### src/rtl/sleb_pkg.sv
// package for the single-line edit buffer: field widths, opcodes, key codes
// and sequencer states; no dependencies
package sleb_pkg;

  localparam int STORE_DEPTH_DEF = 64;

  localparam int OP_W   = 2;
  localparam int KEY_W  = 9;
  localparam int BYTE_W = 8;
  localparam int IDX_W  = 6;
  localparam int POS_W  = 7;
  localparam int CFG_W  = 7;

  localparam logic [CFG_W-1:0] MAX_LEN_RST = 7'd64;

  typedef enum logic [OP_W-1:0] {
    OP_KEY    = 2'd0,
    OP_CLEAR  = 2'd1,
    OP_APPEND = 2'd2,
    OP_READ   = 2'd3
  } sleb_op_t;

  localparam logic [KEY_W-1:0] K_CTRL_A    = 9'd1;
  localparam logic [KEY_W-1:0] K_CTRL_D    = 9'd4;
  localparam logic [KEY_W-1:0] K_CTRL_E    = 9'd5;
  localparam logic [KEY_W-1:0] K_CTRL_K    = 9'd11;
  localparam logic [KEY_W-1:0] K_BACKSPACE = 9'h07F;
  localparam logic [KEY_W-1:0] K_PRINT_LO  = 9'h020;
  localparam logic [KEY_W-1:0] K_PRINT_END = 9'h100;
  localparam logic [KEY_W-1:0] K_LEFT      = 9'd256;
  localparam logic [KEY_W-1:0] K_RIGHT     = 9'd257;
  localparam logic [KEY_W-1:0] K_HOME      = 9'd258;
  localparam logic [KEY_W-1:0] K_END       = 9'd259;
  localparam logic [KEY_W-1:0] K_DELETE    = 9'd260;

  typedef enum logic [2:0] {
    ST_IDLE,
    ST_EXEC,
    ST_SHIFT,
    ST_DRAIN,
    ST_FIN,
    ST_RDATA,
    ST_DONE
  } sleb_state_t;

endpackage

### src/rtl/sleb_ram.sv
// generic single-write, single-read ram with registered read data
// depends on sleb_pkg for default sizes
module sleb_ram import sleb_pkg::*; #(
  parameter int WIDTH = BYTE_W,
  parameter int DEPTH = STORE_DEPTH_DEF
) (
  input  logic                     clk,
  input  logic                     we,
  input  logic [$clog2(DEPTH)-1:0] waddr,
  input  logic [WIDTH-1:0]         wdata,
  input  logic [$clog2(DEPTH)-1:0] raddr,
  output logic [WIDTH-1:0]         rdata
);

  logic [WIDTH-1:0] mem [DEPTH];
  logic [WIDTH-1:0] rdata_r;

  always_ff @(posedge clk) begin
    if (we) begin
      mem[waddr] <= wdata;
    end
    rdata_r <= mem[raddr];
  end

  assign rdata = rdata_r;

endmodule

### config.mk
export PLATFORM = sky130hd
export DESIGN_NAME = sleb_ram
export DESIGN_NICKNAME = d
export VERILOG_FILES = /design/src/rtl/sleb_pkg.sv /design/src/rtl/sleb_ram.sv
export SDC_FILE = /design/constraint.sdc
export NUM_CORES = 1
export LEC_CHECK = 0
export ABC_AREA = 1
export CORE_ASPECT_RATIO = 1.2
export CORE_UTILIZATION = 50
export DETAILED_ROUTE_END_ITERATION = 6
export DONT_BUFFER_PORTS = 1
export SKIP_LAST_GASP = 1
export SLEW_MARGIN = 25
export SYNTH_ARGS = -nofsm -noshare
export SYNTH_HDL_FRONTEND = slang
export SYNTH_SLANG_ARGS = --single-unit
### constraint.sdc
create_clock -name clk -period 3.5 [get_ports clk]
set_clock_uncertainty 0.15 [all_clocks]
set_input_delay 0.35 -clock clk [delete_from_list [all_inputs] [get_ports clk]]
set_output_delay 0.35 -clock clk [all_outputs]
set_load 0.1 [all_outputs]
==> Word-level counts from Yosys, hierarchy flattened <==
Memories as Yosys holds them, arrays and structs flattened. A register that Yosys moved wholly into a read port is not among the register bits.
Cells that the tools add are included.
{ "word_totals": {"ff_bits": 0, "latch_bits": 0, "mem_bits_rw": 512, "mem_bits_ro": 0, "in_bits": 22, "word_cells": 3, "mem_count": 1} }
{ "memory_table": {"columns": ["memory", "depth", "word_bits", "rd", "rd_ports_with_merged_regs", "wr", "line_no", "text"], "rows": [
  ["mem", 64, 8, 1, 1, 1, "sleb_ram.sv:15", "logic [WIDTH-1:0] mem [DEPTH];"]
]} }
{ "classes": {"add_sub_neg": 0, "multipliers": 0, "div_mod_pow": 0, "order_cmp": 0, "n_eq_ne": 0, "n_shift": 0, "n_mux": 2, "n_bitwise": 0, "n_reduce_logical": 0} }
{ "ops": {"columns": ["operator", "n"], "rows": [
  ["$mux W1", 2]
]} }

==> Longest topological paths before layout <==
{ "logic_depth": {"depth_word": 2, "ltp_mapped": 12, "ltp_nobuf": 9} }

==> Worst setup path after synthesis <==
Ideal clock, no wire load.
{ "synth_timing": {"path_type": "input port to flip-flop", "from": "input we", "to": "memory mem[48][0] (netlist name) (enable)", "setup_ns": 0.395, "arrival_time_ns": 1.721, "t_required_ns": 2.955, "setup_slack_ns": 1.234, "path_stages": 3, "cell_sequence": "clkbuf_1 > nand4_1 > nor4_1"} }
{ "synth_via": {"elab_chain_cells": 2} }
{ "synth_lines": {"columns": ["element", "line_no", "text"], "rows": [
  ["start, declared", "sleb_ram.sv:8", "input logic we,"],
  ["$mux W1", "sleb_ram.sv:19", "if (we) begin"],
  ["$mux W1 (implied by the code)", "sleb_ram.sv:20", "mem[waddr] <= wdata;"],
  ["end, declared", "sleb_ram.sv:15", null]
]} }
No other way between the ends.

==> reports/results.tsv <==
stage	metric	value	unit
global_routing	grt_use_total	25.4	%
timing	setup_slack	-521	ps
place	place_congestion	0.835	
floorplan	coreArea	42000	um^2
floorplan	die-area	43500	um^2
final_layout	diodes	0	
setup_path	crit_path_max_fanout	257	
final_layout	final_cell_mix	nand2_1, edfxtp_1, nand3_1, nor2_1, clkbuf_16	
routing	routedWlPerCell	22.6	um
cts	clkTransAtPathRegs	60	ps
setup_path	crit_path_end_kind	register	
global_routing	grt_pass1_vias	13200	
cts	cts_max_level	2	
global_routing	grt_pass1_wl	81800	um
run	cap_viol_max_count	0	
cts	cts_tree	built	
timing	finalCriticalPeriod	4020	ps
global_routing	grt_max_degree	258	
logic_synthesis	synth_top_area_share	72.0	%
timing	max_slew.worst_pin.slew	1090	ps
floorplan	die_y	228	um
final_layout	postLayoutCoreUtil	56.0	%
cts	cts_buffer_depth	3	
timing	slew_headroom	27.4	%
routing	ant_nets	0	
timing	hold_viol	0	
routing	vias_per_cell	5.69	
routing	drtPass1Iterations	5	
worst_hold_path	min_path_type	input pin to register	
setup_path	required	3880	ps
logic_synthesis	synth.net_count	1827	
logic_synthesis	synthTopCellsByArea	edfxtp_1, nand2_1, nand3_1, buf_6, nor2_1	
setup_path	cp.arrival	4400	ps
routing	vias	13600	
floorplan	row_count	82	
cts	post_cts_resized	0	
floorplan	initial_core_util	50.9	%
final_layout	final_layout_size_suffix_gt1_share	6.65	%
routing	drc	0	
setup_path	critical_path_class	input pin to register	
timing	setup_viol	1	
timing	slew_violations	0	
place	io_buffers	0	
timing	rsz0062_at_grt	false	
logic_synthesis	synth_top_cell_by_area	edfxtp_1	
status	violations	setup timing	
logic_synthesis	ys_seq_area_share	72.8	%
logic_synthesis	ys_ff_latch	520	
global_routing	overflow	0	
power	leakage	8.41	nW
logic_synthesis	synth_cell_type_count	16	
power	vdd_drop_max	0.386	mV
cts	clock_latency	580	ps
logic_synthesis	syn_area	21300	um^2
cts	cts_buffers	50	
logic_synthesis	ys_warn_count	0	
timing	fmax	249	MHz
logic_synthesis	synthCells	1805	
cts	clock-sinks	520	
routing	routed_wl	54200	um
setup_path	startpoint_type	input pin	
floorplan	die_w	191	um
final_layout	final_nets	1838	
global_routing	antenna_found_initial	0	
setup_path	r2r_slack	580	ps
routing	drt_iter0_drc	1289	
final_layout	areaGrowthSynthToFinish	10.2	%
timing	hold_slack	23.3	ps
power	power.density	547	nW/um^2
cts	cts_root_buf	clkbuf_16	
cts	hold_buffers	21	
status	outcome	complete, but fails checks	
place	hpwl	29300	um
timing	finalCritPeriodShare	115	%
final_layout	final_common_cell	nand2_1	
floorplan	io_pins	30	
cts	cts_setup_buffers	0	
logic_synthesis	syn_avg_cell_area	11.8	um^2
-- where the power goes --
part | internal (W) | leakage (nW) | switching, W
Clock | 0.00294 | 0.740 | 0.00222
Sequential | 0.00689 | 4.67 | 0.000111
Combinational | 0.000210 | 3.00 | 0.000492
-- routing by layer --
layer | part of all wire, % | up-vias | wire length (um) | track usage, %
li1 | - | 6351 | - | -
met1 | 41 | 6685 | 22300 | 33.8
met2 | 49 | 496 | 26700 | 42.2
met3 | 6.3 | 104 | 3400 | 3.85
met4 | 3.3 | 0 | 1810 | 9.05
met5 | 0 | - | 0 | 0
-- layout make-up --
cell class                 instances  area [um^2]
fill                            3486        18400
sequential                       520        15500
multi-input combinational       1160         4950
clock buffer                      60         1310
timing repair buffer              72          773
tap                              546          683
clock inverter                    25          218
inverter                          12         52.6
-- per-stage QoR --
stage	area, um^2	setup WS, ps	instances	total power [W]	TNS, ps
floorplan	21300	1230	1805	0.00761	0
global placement	21600	1120	2286	0.00765	0
detailed placement	21600	1100	2286	0.00766	0
CTS	23500	186	2392	0.0129	0
global route	23500	54.2	2395	0.0132	0
finish	23500	-521	2395	0.0129	-521
-- final timing paths --
path                    from  cells past startpoint         end
setup / recovery    raddr[0]                     13    rdata[4]
hold reg to reg   mem[36][5]                      8    rdata[5]
setup reg to reg  mem[41][4]                     11    rdata[4]
hold / removal      wdata[5]                      1  mem[47][5]
-- flip-flops by register name (all words and copies together), names as in the netlist --
name,flops
mem,512
rdata,8
-- synth_stat cells --
master / count
edfxtp_1: 512
inv_1: 10
buf_8: 2
buf_4: 14
nand3_1: 439
inv_2: 1
nand2_1: 648
inv_6: 1
nand4_1: 9
buf_2: 37
buf_1: 10
dfxtp_1: 8
nor2_1: 56
buf_6: 35
clkbuf_1: 15
nor4_1: 8
-- critical path, stage by stage --
cell and delay, ps:
inv_6 730, buf_12 440, nand2_1 100, nand3_1 90, nand3_1 110, nand2_1 110, nand2_1 50, nand3_1 80
dlygate4sd3_1 550, nand3_1 60, dlygate4sd3_1 580, nand2_1 60, dlygate4sd3_1 540
-- cell families (layout without fill, tap and decap cells) --
group | Yosys count | in the layout | synth area share, %
DFF | 520 | 520 | 72.8
buffers and inverters | 125 | 169 | 4.02
and+or+nand+nor | 1160 | 1160 | 23.2
Note: power is estimated with default switching activity, not from simulation.
